`src/rtl/joystick_deadzone_scale_to_keys_top_macros.svh`:
```
// Assertion macros for the joystick conditioning block.
// Used by the top level only; each macro expects aclk and aresetn in scope.
`ifndef JOYSTICK_DEADZONE_SCALE_TO_KEYS_TOP_MACROS_SVH
`define JOYSTICK_DEADZONE_SCALE_TO_KEYS_TOP_MACROS_SVH

// Consequent must hold in the same cycle as the antecedent.
`define JDSK_ASSERT_NOW(lbl, ante, cons, msg) \
    lbl: assert property (@(posedge aclk) disable iff (!aresetn) (ante) |-> (cons)) \
        else $error(msg);

// Consequent must hold in the cycle after the antecedent.
`define JDSK_ASSERT_NEXT(lbl, ante, cons, msg) \
    lbl: assert property (@(posedge aclk) disable iff (!aresetn) (ante) |=> (cons)) \
        else $error(msg);

`endif

```
`src/rtl/jdsk_pkg.sv`:
```
// Package of the joystick conditioning block: constants, codes, shared types
// and the output saturation function. No dependencies.
`timescale 1ns / 1ps

package jdsk_pkg;

    localparam int OUT_MIN     = -127;
    localparam int OUT_MAX     = 127;
    localparam int FIXED_SCALE = 256;
    localparam int SAMPLE_BITS = 10;
    localparam int SCALE_SHIFT = $clog2(FIXED_SCALE);

    localparam int RAW_W       = 10;
    localparam int CTR_W       = RAW_W + 1;
    localparam int GAIN_W      = 16;
    localparam int PROD_W      = CTR_W + GAIN_W + 1;
    localparam int SQ_W        = 2 * RAW_W;
    localparam int AXIS_W      = 8;
    localparam int ACT_W       = 7;
    localparam int MAX_RESULTS = 4;
    localparam int CNT_W       = $clog2(MAX_RESULTS + 1);
    localparam int PTR_W       = $clog2(MAX_RESULTS);
    localparam int CFG_IDX_W   = 3;
    localparam int CFG_DATA_W  = 16;

    localparam logic [RAW_W-1:0] SAMPLE_MASK = RAW_W'((64'd1 << SAMPLE_BITS) - 64'd1);

    localparam logic signed [PROD_W-1:0] OUT_MIN_P = PROD_W'(OUT_MIN);
    localparam logic signed [PROD_W-1:0] OUT_MAX_P = PROD_W'(OUT_MAX);
    localparam logic signed [PROD_W-1:0] ROUND_BIAS = PROD_W'(FIXED_SCALE - 1);

    typedef enum logic [CFG_IDX_W-1:0] {
        REG_NEUTRAL_X      = 3'd0,
        REG_NEUTRAL_Y      = 3'd1,
        REG_INNER_DEADZONE = 3'd2,
        REG_GAIN           = 3'd3,
        REG_ACTUATION      = 3'd4,
        REG_ORIENTATION    = 3'd5,
        REG_STICK_MODE     = 3'd6
    } reg_idx_t;

    typedef enum logic [1:0] {
        KIND_AXIS    = 2'd0,
        KIND_PRESS   = 2'd1,
        KIND_RELEASE = 2'd2
    } kind_t;

    typedef enum logic [1:0] {
        DIR_UP    = 2'd0,
        DIR_DOWN  = 2'd1,
        DIR_LEFT  = 2'd2,
        DIR_RIGHT = 2'd3
    } dir_t;

    typedef enum logic [1:0] {
        MODE_ANALOG  = 2'd0,
        MODE_LETTERS = 2'd1,
        MODE_ARROWS  = 2'd2
    } mode_t;

    typedef enum logic [1:0] {
        ORIENT_UP    = 2'd0,
        ORIENT_RIGHT = 2'd1,
        ORIENT_DOWN  = 2'd2,
        ORIENT_LEFT  = 2'd3
    } orient_t;

    typedef enum logic [1:0] {
        LVL_CENTER = 2'd0,
        LVL_POS    = 2'd1,
        LVL_NEG    = 2'd2
    } lvl_t;

    typedef struct packed {
        logic en_a;
        logic en_b;
        logic en_c;
    } lane_ctrl_t;

    typedef struct packed {
        logic [CNT_W-1:0]                cnt;
        kind_t [MAX_RESULTS-1:0]         kind;
        dir_t [MAX_RESULTS-1:0]          dir;
        logic signed [AXIS_W-1:0]        ax;
        logic signed [AXIS_W-1:0]        ay;
        logic                            key_set;
    } batch_t;

    function automatic logic signed [AXIS_W-1:0] sat_out(input logic signed [PROD_W-1:0] v);
        logic signed [PROD_W-1:0] r;
        if (v < OUT_MIN_P) begin
            r = OUT_MIN_P;
        end else if (v > OUT_MAX_P) begin
            r = OUT_MAX_P;
        end else begin
            r = v;
        end
        return r[AXIS_W-1:0];
    endfunction

endpackage

```
`src/rtl/joystick_deadzone_scale_to_keys_top.sv`:
```
// An item passes stages A, B and C, then the result bank offers its first result.
// Throughput, while m_ready stays high: one item per cycle while each gives at most one
// result; an item with n results holds the single result register bank until all n are
// taken, one result a cycle.
// Reset (aresetn low, synchronous) empties the pipeline and the result bank,
// centers both key levels and loads the reset values of all registers.
`timescale 1ns / 1ps
`include "joystick_deadzone_scale_to_keys_top_macros.svh"

module joystick_deadzone_scale_to_keys_top import jdsk_pkg::*; (
    input  logic                      aclk,
    input  logic                      aresetn,

    input  logic                      cfg_valid,
    output logic                      cfg_ready,
    input  logic [CFG_IDX_W-1:0]      cfg_index,
    input  logic [CFG_DATA_W-1:0]     cfg_data,

    input  logic                      s_valid,
    output logic                      s_ready,
    input  logic [RAW_W-1:0]          s_raw_x,
    input  logic [RAW_W-1:0]          s_raw_y,

    output logic                      m_valid,
    input  logic                      m_ready,
    output logic [1:0]                m_kind,
    output logic signed [AXIS_W-1:0]  m_axis_x,
    output logic signed [AXIS_W-1:0]  m_axis_y,
    output logic [1:0]                m_key_dir,
    output logic                      m_key_set,
    output logic                      m_last
);

    // Configuration registers. Writes are taken in every cycle; the block
    // relies on them arriving only while no item is in flight.
    logic [RAW_W-1:0]  neutral_x_reg;
    logic [RAW_W-1:0]  neutral_y_reg;
    logic [RAW_W-1:0]  inner_dz_reg;
    logic [GAIN_W-1:0] gain_reg;
    logic [ACT_W-1:0]  act_reg;
    logic [1:0]        orient_reg;
    logic [1:0]        mode_reg;

    assign cfg_ready = 1'b1;

    always_ff @(posedge aclk) begin
        if (!aresetn) begin
            neutral_x_reg <= RAW_W'(512);
            neutral_y_reg <= RAW_W'(512);
            inner_dz_reg  <= '0;
            gain_reg      <= GAIN_W'(256);
            act_reg       <= ACT_W'(64);
            orient_reg    <= ORIENT_UP;
            mode_reg      <= MODE_ANALOG;
        end else if (cfg_valid && cfg_ready) begin
            unique case (cfg_index)
                REG_NEUTRAL_X:      neutral_x_reg <= cfg_data[RAW_W-1:0];
                REG_NEUTRAL_Y:      neutral_y_reg <= cfg_data[RAW_W-1:0];
                REG_INNER_DEADZONE: inner_dz_reg  <= cfg_data[RAW_W-1:0];
                REG_GAIN:           gain_reg      <= cfg_data[GAIN_W-1:0];
                REG_ACTUATION:      act_reg       <= cfg_data[ACT_W-1:0];
                REG_ORIENTATION:    orient_reg    <= cfg_data[1:0];
                REG_STICK_MODE:     mode_reg      <= cfg_data[1:0];
                default: begin
                end
            endcase
        end
    end

    // Pipeline control. Stage A holds the centered samples, stage B the gain
    // products and squares, stage C the scaled axes and the deadzone verdict.
    // Each stage advances when the one after it is empty or moving on, so a
    // new item enters every cycle unless the result bank is still busy.
    logic       v_a_reg, v_a_next;
    logic       v_b_reg, v_b_next;
    logic       v_c_reg, v_c_next;
    logic       seq_free;
    logic       load;
    lane_ctrl_t ctrl;

    assign load      = v_c_reg && seq_free;
    assign ctrl.en_c = v_b_reg && (!v_c_reg || load);
    assign ctrl.en_b = v_a_reg && (!v_b_reg || ctrl.en_c);
    assign s_ready   = !v_a_reg || ctrl.en_b;
    assign ctrl.en_a = s_valid && s_ready;

    always_comb begin
        v_a_next = ctrl.en_a ? 1'b1 : (ctrl.en_b ? 1'b0 : v_a_reg);
        v_b_next = ctrl.en_b ? 1'b1 : (ctrl.en_c ? 1'b0 : v_b_reg);
        v_c_next = ctrl.en_c ? 1'b1 : (load ? 1'b0 : v_c_reg);
    end

    always_ff @(posedge aclk) begin
        if (!aresetn) begin
            v_a_reg <= 1'b0;
            v_b_reg <= 1'b0;
            v_c_reg <= 1'b0;
        end else begin
            v_a_reg <= v_a_next;
            v_b_reg <= v_b_next;
            v_c_reg <= v_c_next;
        end
    end

    // The two axis lanes run side by side on the horizontal and vertical sample.
    logic [SQ_W-1:0]          sq_x, sq_y;
    logic signed [AXIS_W-1:0] sc_x, sc_y;

    jdsk_lane u_lane_x (
        .aclk    (aclk),
        .ctrl    (ctrl),
        .raw     (s_raw_x),
        .neutral (neutral_x_reg),
        .gain    (gain_reg),
        .sq      (sq_x),
        .scaled  (sc_x)
    );

    jdsk_lane u_lane_y (
        .aclk    (aclk),
        .ctrl    (ctrl),
        .raw     (s_raw_y),
        .neutral (neutral_y_reg),
        .gain    (gain_reg),
        .sq      (sq_y),
        .scaled  (sc_y)
    );

    // Squared deadzone radius is formed beside the lane squares, and the
    // radius test uses both lanes' squares in the next stage.
    logic [SQ_W-1:0] dzsq_reg, dzsq_next;
    logic            below_reg, below_next;

    assign dzsq_next  = SQ_W'(inner_dz_reg) * SQ_W'(inner_dz_reg);
    assign below_next = (({1'b0, sq_x} + {1'b0, sq_y}) < {1'b0, dzsq_reg});

    always_ff @(posedge aclk) begin
        if (ctrl.en_b) begin
            dzsq_reg <= dzsq_next;
        end
        if (ctrl.en_c) begin
            below_reg <= below_next;
        end
    end

    // The merge stage combines both lanes into the result list of the sample.
    batch_t batch;

    jdsk_merge u_merge (
        .aclk    (aclk),
        .aresetn (aresetn),
        .load    (load),
        .sx      (sc_x),
        .sy      (sc_y),
        .below   (below_reg),
        .act     (act_reg),
        .orient  (orient_reg),
        .mode    (mode_reg),
        .batch   (batch)
    );

    // The sequencer presents the stored list one result at a time. An item
    // with no result loads an empty list and leaves nothing behind.
    jdsk_seq u_seq (
        .aclk        (aclk),
        .aresetn     (aresetn),
        .load        (load),
        .batch_in    (batch),
        .free        (seq_free),
        .out_valid   (m_valid),
        .out_ready   (m_ready),
        .out_kind    (m_kind),
        .out_axis_x  (m_axis_x),
        .out_axis_y  (m_axis_y),
        .out_key_dir (m_key_dir),
        .out_key_set (m_key_set),
        .out_last    (m_last)
    );

    // Input is held off only when the first stage is occupied and stuck.
    `JDSK_ASSERT_NOW(a_ready_full, !s_ready, v_a_reg, "input stalled with empty first stage")
    // An axis report is always the only result of its sample.
    `JDSK_ASSERT_NOW(a_axis_last, m_valid && (m_kind == KIND_AXIS), m_last, "axis report not last")
    // Key events carry zero axis values.
    `JDSK_ASSERT_NOW(a_key_zero, m_valid && (m_kind != KIND_AXIS),
        (m_axis_x == '0) && (m_axis_y == '0), "key event with nonzero axes")
    // A finished sample waiting for the sequencer is not lost.
    `JDSK_ASSERT_NEXT(a_hold_c, v_c_reg && !seq_free, v_c_reg, "stage C item dropped")

endmodule

```
`src/rtl/jdsk_lane.sv`:
```
// One axis lane: centering, gain multiply and square, scaling with saturation.
// Depends on jdsk_pkg.
`timescale 1ns / 1ps

module jdsk_lane import jdsk_pkg::*; (
    input  logic                       aclk,
    input  lane_ctrl_t                 ctrl,
    input  logic [RAW_W-1:0]           raw,
    input  logic [RAW_W-1:0]           neutral,
    input  logic [GAIN_W-1:0]          gain,
    output logic [SQ_W-1:0]            sq,
    output logic signed [AXIS_W-1:0]   scaled
);

    logic signed [CTR_W-1:0]   ctr_reg, ctr_next;
    logic signed [PROD_W-1:0]  prod_reg, prod_next;
    logic [SQ_W-1:0]           sq_reg, sq_next;
    logic signed [AXIS_W-1:0]  scaled_reg, scaled_next;
    logic signed [2*CTR_W-1:0] sq_full;
    logic signed [PROD_W-1:0]  biased;
    logic signed [PROD_W-1:0]  shifted;

    assign ctr_next = $signed({1'b0, raw & SAMPLE_MASK}) - $signed({1'b0, neutral & SAMPLE_MASK});

    assign prod_next = PROD_W'(ctr_reg) * PROD_W'($signed({1'b0, gain}));
    assign sq_full   = (2*CTR_W)'(ctr_reg) * (2*CTR_W)'(ctr_reg);
    assign sq_next   = sq_full[SQ_W-1:0];

    // Biasing a negative product before the shift makes the division truncate toward zero.
    assign biased      = prod_reg + (prod_reg[PROD_W-1] ? ROUND_BIAS : '0);
    assign shifted     = biased >>> SCALE_SHIFT;
    assign scaled_next = sat_out(shifted);

    always_ff @(posedge aclk) begin
        if (ctrl.en_a) begin
            ctr_reg <= ctr_next;
        end
        if (ctrl.en_b) begin
            prod_reg <= prod_next;
            sq_reg   <= sq_next;
        end
        if (ctrl.en_c) begin
            scaled_reg <= scaled_next;
        end
    end

    assign sq     = sq_reg;
    assign scaled = scaled_reg;

endmodule

```
`src/rtl/jdsk_merge.sv`:
```
// Merge stage: deadzone, rotation, key levels and the event list of one sample.
// Holds the previous key levels. Depends on jdsk_pkg.
`timescale 1ns / 1ps

module jdsk_merge import jdsk_pkg::*; (
    input  logic                      aclk,
    input  logic                      aresetn,
    input  logic                      load,
    input  logic signed [AXIS_W-1:0]  sx,
    input  logic signed [AXIS_W-1:0]  sy,
    input  logic                      below,
    input  logic [ACT_W-1:0]          act,
    input  logic [1:0]                orient,
    input  logic [1:0]                mode,
    output batch_t                    batch
);

    lvl_t prev_v_reg, prev_v_next;
    lvl_t prev_h_reg, prev_h_next;

    logic signed [AXIS_W:0]   xs, ys, rx9, ry9;
    logic signed [AXIS_W-1:0] rx, ry;
    lvl_t                     vy, vx;
    logic                     key_mode;

    function automatic lvl_t lvl_of(input logic signed [AXIS_W-1:0] v,
                                    input logic [ACT_W-1:0] a);
        logic signed [AXIS_W+1:0] ve;
        logic signed [AXIS_W+1:0] ae;
        lvl_t l;
        ve = (AXIS_W+2)'(v);
        ae = $signed({3'b000, a});
        if (ve > ae) begin
            l = LVL_POS;
        end else if (ve < -ae) begin
            l = LVL_NEG;
        end else begin
            l = LVL_CENTER;
        end
        return l;
    endfunction

    assign xs = below ? '0 : (AXIS_W+1)'(sx);
    assign ys = below ? '0 : (AXIS_W+1)'(sy);

    always_comb begin
        unique case (orient)
            ORIENT_RIGHT: begin rx9 = ys;  ry9 = -xs; end
            ORIENT_DOWN:  begin rx9 = -xs; ry9 = -ys; end
            ORIENT_LEFT:  begin rx9 = -ys; ry9 = xs;  end
            default:      begin rx9 = xs;  ry9 = ys;  end
        endcase
    end

    assign rx = sat_out(PROD_W'(rx9));
    assign ry = sat_out(PROD_W'(ry9));
    assign vy = lvl_of(ry, act);
    assign vx = lvl_of(rx, act);
    assign key_mode = (mode == MODE_LETTERS) || (mode == MODE_ARROWS);

    // Vertical changes are listed first; a level change releases the old key
    // before pressing the new one.
    always_comb begin
        logic [CNT_W-1:0] k;
        k = '0;
        batch.cnt     = '0;
        batch.ax      = '0;
        batch.ay      = '0;
        batch.key_set = 1'b0;
        for (int i = 0; i < MAX_RESULTS; i++) begin
            batch.kind[i] = KIND_AXIS;
            batch.dir[i]  = DIR_UP;
        end
        if (mode == MODE_ANALOG) begin
            batch.cnt = CNT_W'(1);
            batch.ax  = rx;
            batch.ay  = ry;
        end else if (key_mode) begin
            batch.key_set = (mode == MODE_ARROWS);
            if (vy != prev_v_reg) begin
                if (prev_v_reg != LVL_CENTER) begin
                    batch.kind[k[PTR_W-1:0]] = KIND_RELEASE;
                    batch.dir[k[PTR_W-1:0]]  = (prev_v_reg == LVL_POS) ? DIR_UP : DIR_DOWN;
                    k = k + CNT_W'(1);
                end
                if (vy != LVL_CENTER) begin
                    batch.kind[k[PTR_W-1:0]] = KIND_PRESS;
                    batch.dir[k[PTR_W-1:0]]  = (vy == LVL_POS) ? DIR_UP : DIR_DOWN;
                    k = k + CNT_W'(1);
                end
            end
            if (vx != prev_h_reg) begin
                if (prev_h_reg != LVL_CENTER) begin
                    batch.kind[k[PTR_W-1:0]] = KIND_RELEASE;
                    batch.dir[k[PTR_W-1:0]]  = (prev_h_reg == LVL_POS) ? DIR_RIGHT : DIR_LEFT;
                    k = k + CNT_W'(1);
                end
                if (vx != LVL_CENTER) begin
                    batch.kind[k[PTR_W-1:0]] = KIND_PRESS;
                    batch.dir[k[PTR_W-1:0]]  = (vx == LVL_POS) ? DIR_RIGHT : DIR_LEFT;
                    k = k + CNT_W'(1);
                end
            end
            batch.cnt = k;
        end
    end

    always_comb begin
        prev_v_next = prev_v_reg;
        prev_h_next = prev_h_reg;
        if (load && key_mode) begin
            prev_v_next = vy;
            prev_h_next = vx;
        end
    end

    always_ff @(posedge aclk) begin
        if (!aresetn) begin
            prev_v_reg <= LVL_CENTER;
            prev_h_reg <= LVL_CENTER;
        end else begin
            prev_v_reg <= prev_v_next;
            prev_h_reg <= prev_h_next;
        end
    end

endmodule

```
`src/rtl/jdsk_seq.sv`:
```
// Result sequencer: holds the event list of one sample and hands out one
// result per accepted transfer. Depends on jdsk_pkg.
`timescale 1ns / 1ps

module jdsk_seq import jdsk_pkg::*; (
    input  logic                      aclk,
    input  logic                      aresetn,
    input  logic                      load,
    input  batch_t                    batch_in,
    output logic                      free,
    output logic                      out_valid,
    input  logic                      out_ready,
    output logic [1:0]                out_kind,
    output logic signed [AXIS_W-1:0]  out_axis_x,
    output logic signed [AXIS_W-1:0]  out_axis_y,
    output logic [1:0]                out_key_dir,
    output logic                      out_key_set,
    output logic                      out_last
);

    logic [CNT_W-1:0] cnt_reg, cnt_next;
    logic [PTR_W-1:0] ptr_reg, ptr_next;
    batch_t           batch_reg;
    logic             pop;
    logic             at_last;

    assign out_valid = (cnt_reg != '0);
    assign pop       = out_valid && out_ready;
    assign at_last   = ((CNT_W'(ptr_reg) + CNT_W'(1)) == cnt_reg);
    assign free      = !out_valid || (pop && at_last);

    always_comb begin
        cnt_next = cnt_reg;
        ptr_next = ptr_reg;
        if (load) begin
            cnt_next = batch_in.cnt;
            ptr_next = '0;
        end else if (pop) begin
            if (at_last) begin
                cnt_next = '0;
                ptr_next = '0;
            end else begin
                ptr_next = ptr_reg + PTR_W'(1);
            end
        end
    end

    always_ff @(posedge aclk) begin
        if (!aresetn) begin
            cnt_reg <= '0;
            ptr_reg <= '0;
        end else begin
            cnt_reg <= cnt_next;
            ptr_reg <= ptr_next;
        end
    end

    always_ff @(posedge aclk) begin
        if (load) begin
            batch_reg <= batch_in;
        end
    end

    assign out_kind    = batch_reg.kind[ptr_reg];
    assign out_key_dir = batch_reg.dir[ptr_reg];
    assign out_axis_x  = batch_reg.ax;
    assign out_axis_y  = batch_reg.ay;
    assign out_key_set = batch_reg.key_set;
    assign out_last    = at_last;

endmodule

```
`config.mk`:
```
export PLATFORM = sky130hd
export DESIGN_NAME = joystick_deadzone_scale_to_keys_top
export DESIGN_NICKNAME = d
export VERILOG_FILES = /design/src/rtl/jdsk_pkg.sv /design/src/rtl/joystick_deadzone_scale_to_keys_top.sv /design/src/rtl/jdsk_lane.sv /design/src/rtl/jdsk_merge.sv /design/src/rtl/jdsk_seq.sv
export VERILOG_INCLUDE_DIRS = /design/src /design/src/rtl
export SDC_FILE = /design/constraint.sdc
export NUM_CORES = 2
export LEC_CHECK = 0
export ABC_AREA = 1
export BUFFER_PORTS_ARGS = -buffer_cell sky130_fd_sc_hd__buf_2
export CAP_MARGIN = 20
export CORE_ASPECT_RATIO = 0.6
export CORE_MARGIN = 2
export CORE_UTILIZATION = 30
export DETAILED_ROUTE_END_ITERATION = 6
export PLACE_DENSITY = 0.55
export SKIP_LAST_GASP = 1
export SLEW_MARGIN = 10
export SYNTH_ARGS = -nofsm -noshare
export SYNTH_HDL_FRONTEND = slang
export SYNTH_SLANG_ARGS = --single-unit
```
`constraint.sdc`:
```
create_clock -name aclk -period 6.8 [get_ports aclk]
set_input_delay 1.36 -clock aclk [delete_from_list [all_inputs] [get_ports aclk]]
set_output_delay 1.36 -clock aclk [all_outputs]
set_load 0.01 [all_outputs]
```
# --- Yosys cells after proc, flatten, opt, wreduce, memory -nomap -nowiden ---
# Cells that the tools add are included.
word_totals:
  register_bits: 257
  in_bits: 44
  out_inout_bits: 25
  wordCells: 224
classes:
  add_sub_neg: 13
  multipliers: 5
  magnitude_cmp: 20
  eq_ne: 18
  n_mux: 77
  bitwise: 11
  n_reduce_logical: 43
op_table:
  columns: ["op", "n"]
  rows:
  - ["$mux W16", 10]
  - ["$mux W8", 8]
  - ["$add A28 B8 Y28", 2]
  - ["$mul A11 B17 Y28", 2]
  - ["$pmux W9 S3", 2]
  - ["$mux W3", 17]
  - ["$gt A20 B8 Y1 const B", 2]
  - ["$lt A20 B8 Y1 const B", 2]
  - ["$mul A11 B11 Y20", 2]
  - ["$mux W2", 18]
  - ["$bwmux W8", 3]
  - ["$sub A10 B10 Y11", 2]
  - ["$add A20 B20 Y21", 1]
  - ["$lt A21 B20 Y1", 1]
  - ["$lt A8 B10 Y1", 2]
  - ["$mul A10 B10 Y20", 1]
  - ["$mux W19", 1]
  - ["$gt A9 B8 Y1 const B", 2]
  - ["$lt A9 B8 Y1 const B", 2]
  - ["$mux W9", 2]
  - ["$neg A9 Y9", 2]
  - ["$reduce_bool A2 Y1", 9]
  - ["$gt A8 B8 Y1", 2]
  - ["$reduce_and A2 Y1", 8]
  - ["29 further kinds", 84]

# --- Logic depth before layout (Yosys ltp) ---
depth:
  ltp_word: 34
  depth_mapped: 41
  mapped_depth_nobuf: 40

# --- By module ---
# A second synthesis with hierarchy kept.
hier_totals:
  cells_unflattened: 5025
  hier_area_um2: 39077.5
by_module_without_submodules:
  columns: ["mod", "instances", "cells_each", "area_per_inst_um2", "seq_area_each_um2"]
  rows:
  - ["jdsk_lane (u_lane_x)", 1, 1704, 13660.6, 1981.9]
  - ["jdsk_lane (u_lane_y)", 1, 1673, 13559.3, 1981.9]
  - ["joystick_deadzone_scale_to_keys_top", 1, 991, 7275.7, 1801.7]
  - ["jdsk_merge", 1, 541, 3045.4, 80.1]
  - ["jdsk_seq", 1, 116, 1536.5, 1091.0]

# --- Least setup slack after synthesis ---
# Ideal clock, no wire load.
synth_path:
  path_type: "reg-to-reg"
  from: "register u_lane_y.ctr_reg[4]"
  to: "register u_lane_y.prod_reg[27] (data pin)"
  setup_ns: 0.261
  t_arrival_ns: 5.511
  required_time_ns: 6.539
  path_slack_ns: 1.028
  path_stages_with_launch: 31
  path_buffers: 2
  synth_period_minus_slack_ns: 5.772
  path_cell_list: "edfxtp_1 clkbuf_1 clkbuf_1 nand2_1 fa_1 inv_1 ha_1 fa_1 inv_1 fa_1 fa_1 inv_1 ha_1 a21oi_1 nand2_1 a21oi_1 inv_1 a21oi_1 o21ai_0 nand3_1 nand2_1 nand4_1 a21oi_1 or2_2 nand3_1 nand2_1 nand3_1 nand2_1 nand3_1 nand2_1 xor2_1"
synth_between:
  elab_chain_cells: 1
synth_rtl:
  columns: ["element", "line_no", "text"]
  rows:
  - ["start, declared", "jdsk_lane.sv:15", "logic signed [CTR_W-1:0] ctr_reg, ctr_next;"]
  - ["start signal, assigned", "jdsk_lane.sv:36", "ctr_reg <= ctr_next;"]
  - ["$mul A11 B17 Y28", "jdsk_lane.sv:25", "assign prod_next = PROD_W'(ctr_reg) * PROD_W'($signed({1'b0, gain}));"]
  - ["via u_lane_y.prod_next[27]", "jdsk_lane.sv:16", "logic signed [PROD_W-1:0] prod_reg, prod_next;"]
  - ["end signal, assigned", "jdsk_lane.sv:39", "prod_reg <= prod_next;"]
  - ["end, declared", "jdsk_lane.sv:16", null]
# The timed path passes the listed nets, and every way through them passes these cells.
# A chain may end at the register's enable or synchronous reset.

# --- Worst setup path in the final report ---
layout_path:
  from: "register u_lane_x.ctr_reg[4]"
  to: "register u_lane_x.sq_reg[19] (netlist: u_lane_x.sq[19]) (data pin)"
layout_between:
  elab_chain_cells: 1
layout_rtl:
  columns: ["element", "line_no", "text"]
  rows:
  - ["start, declared", "jdsk_lane.sv:15", null]
  - ["start signal, assigned", "jdsk_lane.sv:36", null]
  - ["$mul A11 B11 Y20", "jdsk_lane.sv:26", "assign sq_full = (2*CTR_W)'(ctr_reg) * (2*CTR_W)'(ctr_reg);"]
  - ["via u_lane_x.sq_full[19]", "jdsk_lane.sv:19", "logic signed [2*CTR_W-1:0] sq_full;"]
  - ["end signal, assigned", "jdsk_lane.sv:40", "sq_reg <= sq_next;"]
  - ["end, declared", "jdsk_lane.sv:17", "logic [SQ_W-1:0] sq_reg, sq_next;"]
# The timed path passes the listed nets, and every way through them passes these cells.

==> reports/qor.yml <==
finalSetupViolCount: 0
setup_tns_ps: 0
place.port_buffers: 67
slowest_delay_ps: 850
dieArea_um2: 123000
hold_path_end: "neutral_y_reg[8]"
register_area_um2: 6940
cts.clk_slew.worst_paths_ps: 70
m1WireLength_um: 50700
cts_setup_buffers: 0
critPathTopFamily: "adder cells"
status: "finished clean"
h-tree-depth: 1
vias: 26400
die_w_um: 451
overflow: 0
cts.repair.resized: 0
cts_tree: "built"
highest_layer: "met5"
p_seq_share_pct: 17.7
ant_nets: 0
dp_cells: 5869
fin_crit_ps: 6510
placed_area_um2: 38200
required_ps: 7180
fin_skew_ps: 14.7
synth_cell_types: 62
ys_warn_count: 0
nNetsFinal: 5250
io_pins: 69
grt_pass1_wl_um: 154000
start_util_pct: 30.2
met2_length_um: 34800
p_comb_share_pct: 70.9
period_share_pct: 95.7
relSlewSlack_pct: 34.9
drt_iter0_markers: 1970
cp.arrival_ps: 6890
tightest_slew_ps: 970
cts_root_buf: "clkbuf_16"
p_sw_share_pct: 50.5
n_fill_cell: 12600
route.met3.wl_um: 8610
clk_latency_ps: 640
cts_sinks: 254
critPathLaunchType: "register"
peakVddDrop_mv: 0.745
crit_chain: "buf_4 -> nand2_1 -> inv_1 -> fa_1 -> inv_1 -> fa_1 -> fa_1 -> fa_1 -> inv_1 -> fa_1 -> ha_1 -> a21oi_1 -> o21ai_0 -> nand3_1 -> nand2_1 -> a21oi_1 -> inv_1 -> a21oi_1 -> o21ai_0 -> a21oi_1 -> nor2_1 -> nor2_1 -> xor2_1"
drive_gt1_share_pct: 5.94
firstDrtPassIters: 5
synth-edff-count: 185
cp_slowest_cell: "edfxtp_1"
wl_per_cell_um: 16.1
rr_startpoint: "u_lane_x.ctr_reg[4]"
setup.worst_path.end_class: "register"
p_leak_nw: 20.9
stdcell_area_um2: 39300
hold_viol_final: 0
async_flop_share_pct: 0
instances_no_fill: 5928
synth_cells: 4273
rows: 98
antenna_found_initial: 9
synthesis.area_um2: 35900
gp_congestion: 0.925
cp_max_fo: 17
max_freq_mhz: 154
clockBufferDepth: 3
coreArea_um2: 119000
grt.total_usage_pct: 16.0
hold_path.startpoint: "neutral_y_reg[8]"
wl_um: 95700
slew_viol_final: 0
p_switching_mw: 7.91
rr_worst_depth: 23
crit_type: "register to register"
power-per-cell-area_nw_per_um2: 399
areaGrowthSynthToFinish_pct: 9.44
hp-class: "register to register"
ys_seq_elements: 254
max_cap_viol_count: 0
drc: 0
reg2reg_to: "u_lane_x.sq[19]"
min_path_cells: 2
ctsHoldBuffers: 0
hpwl_um: 80300
numCtsBuffers: 30
critPathBufInv: 5
crit_path_frequent_cell: "fa_1"
p_clk_share_pct: 11.4
rrSetupSlack_ps: 290
die_y_um: 272
grt_max_degree: 53
synth.net_count: 5222
multi_input_area_um2: 24100
rsz0062_at_grt: "no"
viasPerCell: 4.45
internal_power_mw: 7.76
ys_seq_area_share_pct: 19.3
syn_avg_cell_area_um2: 8.40
first_global_vias: 26900
synth_ff_type: "edfxtp_1"
metrics by stage:
step	worst slack, ps	power, mW	utilization, %	hold slack [ps]
finish	293	15.7	33.0	458
global route	20.0	17.4	33.0	492
CTS	468	15.7	33.0	461
detailed placement	503	13.8	32.1	451
global placement	571	13.7	32.1	444
floorplan	1030	10.7	-	424
placed cells by master (no fill, tap or decap), drive strengths merged, types with 2 or more instances in the layout:
cell type  netlist  routed
ha             414     414
diode            0       3
dfxtp           69      69
clkinv           6      15
xnor2           61      61
nand2          842     842
o21a             2       2
o21ai          138     138
buf             38     146
nand4           19      19
a211oi          10      10
nor3b            2       2
a2111oi          2       2
a31oi            5       5
nand3          104     104
edfxtp         185     185
o2111ai          6       6
o22ai            4       4
o21bai          15      15
a21o            12      12
nor2           201     201
inv           1106    1110
bufinv           0       2
nor4            10      10
nor3            24      24
or2              8       8
o211ai           8       8
nand3b           3       3
fa             491     491
a221oi           4       4
and2             2       2
clkbuf         112      40
xor2           126     126
a21oi          231     231
power groups by stage:
stage	combinational, mW	sequential, mW	clock (mW)
after floorplan	8.06	2.61	0
after global placement	10.9	2.79	0
after detailed placement	11.0	2.78	0
after CTS	11.1	2.76	1.84
after global routing	12.7	2.79	1.89
final	11.1	2.77	1.78
cells in the mapped netlist (24+ instances only):
master	instances	area [µm²]
dfxtp_1	69	1380
inv_1	1097	4120
nor3_1	24	120
edfxtp_1	185	5560
clkbuf_1	112	420
a21oi_1	229	1150
xor2_1	126	1100
nand3_1	102	510
ha_1	414	5180
nand2_1	821	3080
fa_1	491	9830
xnor2_1	61	534
nor2_1	194	728
o21ai_0	128	641
cell type report:
cell class                      instances  area share (%)
Multi-Input combinational cell       2757            61.4
Sequential cell                       254            17.7
Clock inverter                         16           0.471
Tap cell                             1600            5.10
Clock buffer                           40            2.27
Inverter                             1112            10.7
Antenna cell                            3          0.0191
Timing Repair Buffer                  146            2.40
layer usage:
metal  vias up  global-route usage, %
met5         -                      0
met4         2                   2.71
met3        78                   4.31
met2       655                   21.2
met1     12600                   25.5
li1      13000                      -
how the worst max path moves through the flow:
| stage | slack (ps) | start | cells after the start | to |
|---|---|---|---|---|
| global route | 20 | u_lane_x.ctr_reg[4] | 27 | u_lane_x.sq[19] |
| detailed placement | 500 | u_lane_x.ctr_reg[4] | 23 | u_lane_x.sq[19] |
| CTS | 470 | u_lane_x.ctr_reg[4] | 23 | u_lane_x.sq[19] |
| floorplan | 1030 | u_lane_y.ctr_reg[4] | 30 | u_lane_y.prod_reg[27] |
| finish | 290 | u_lane_x.ctr_reg[4] | 23 | u_lane_x.sq[19] |
| global placement | 570 | u_lane_x.ctr_reg[4] | 23 | u_lane_x.sq[19] |
cell families (layout without fill, tap and decap cells):
| group | count (synthesis) | count (layout) | synth area share [%] |
|---|---|---|---|
| buffers and inverters | 1262 | 1314 | 13.5 |
| AO/OA/AOI/OAI | 445 | 445 | 6.83 |
| other | 1 | 4 | 0.0104 |
| multiplexers | 1 | 1 | 0.0314 |
| flip-flops | 254 | 254 | 19.3 |
| XOR/XNOR | 187 | 187 | 4.56 |
| adder cells (fa/ha/maj) | 905 | 905 | 41.8 |
| AND/OR/NAND/NOR | 1218 | 1218 | 13.9 |
worst register-to-register path: stages (launching register included):
cell and delay, ps:
edfxtp_1 850, buf_4 360, nand2_1 130, inv_1 100, fa_1 410, inv_1 90, fa_1 430, fa_1 520
fa_1 540, inv_1 50, fa_1 470, ha_1 370, a21oi_1 140, o21ai_0 170, nand3_1 110, nand2_1 110
a21oi_1 190, inv_1 60, a21oi_1 220, o21ai_0 200, a21oi_1 190, nor2_1 60, nor2_1 110, xor2_1 400
(Power assumes the default switching activity.)
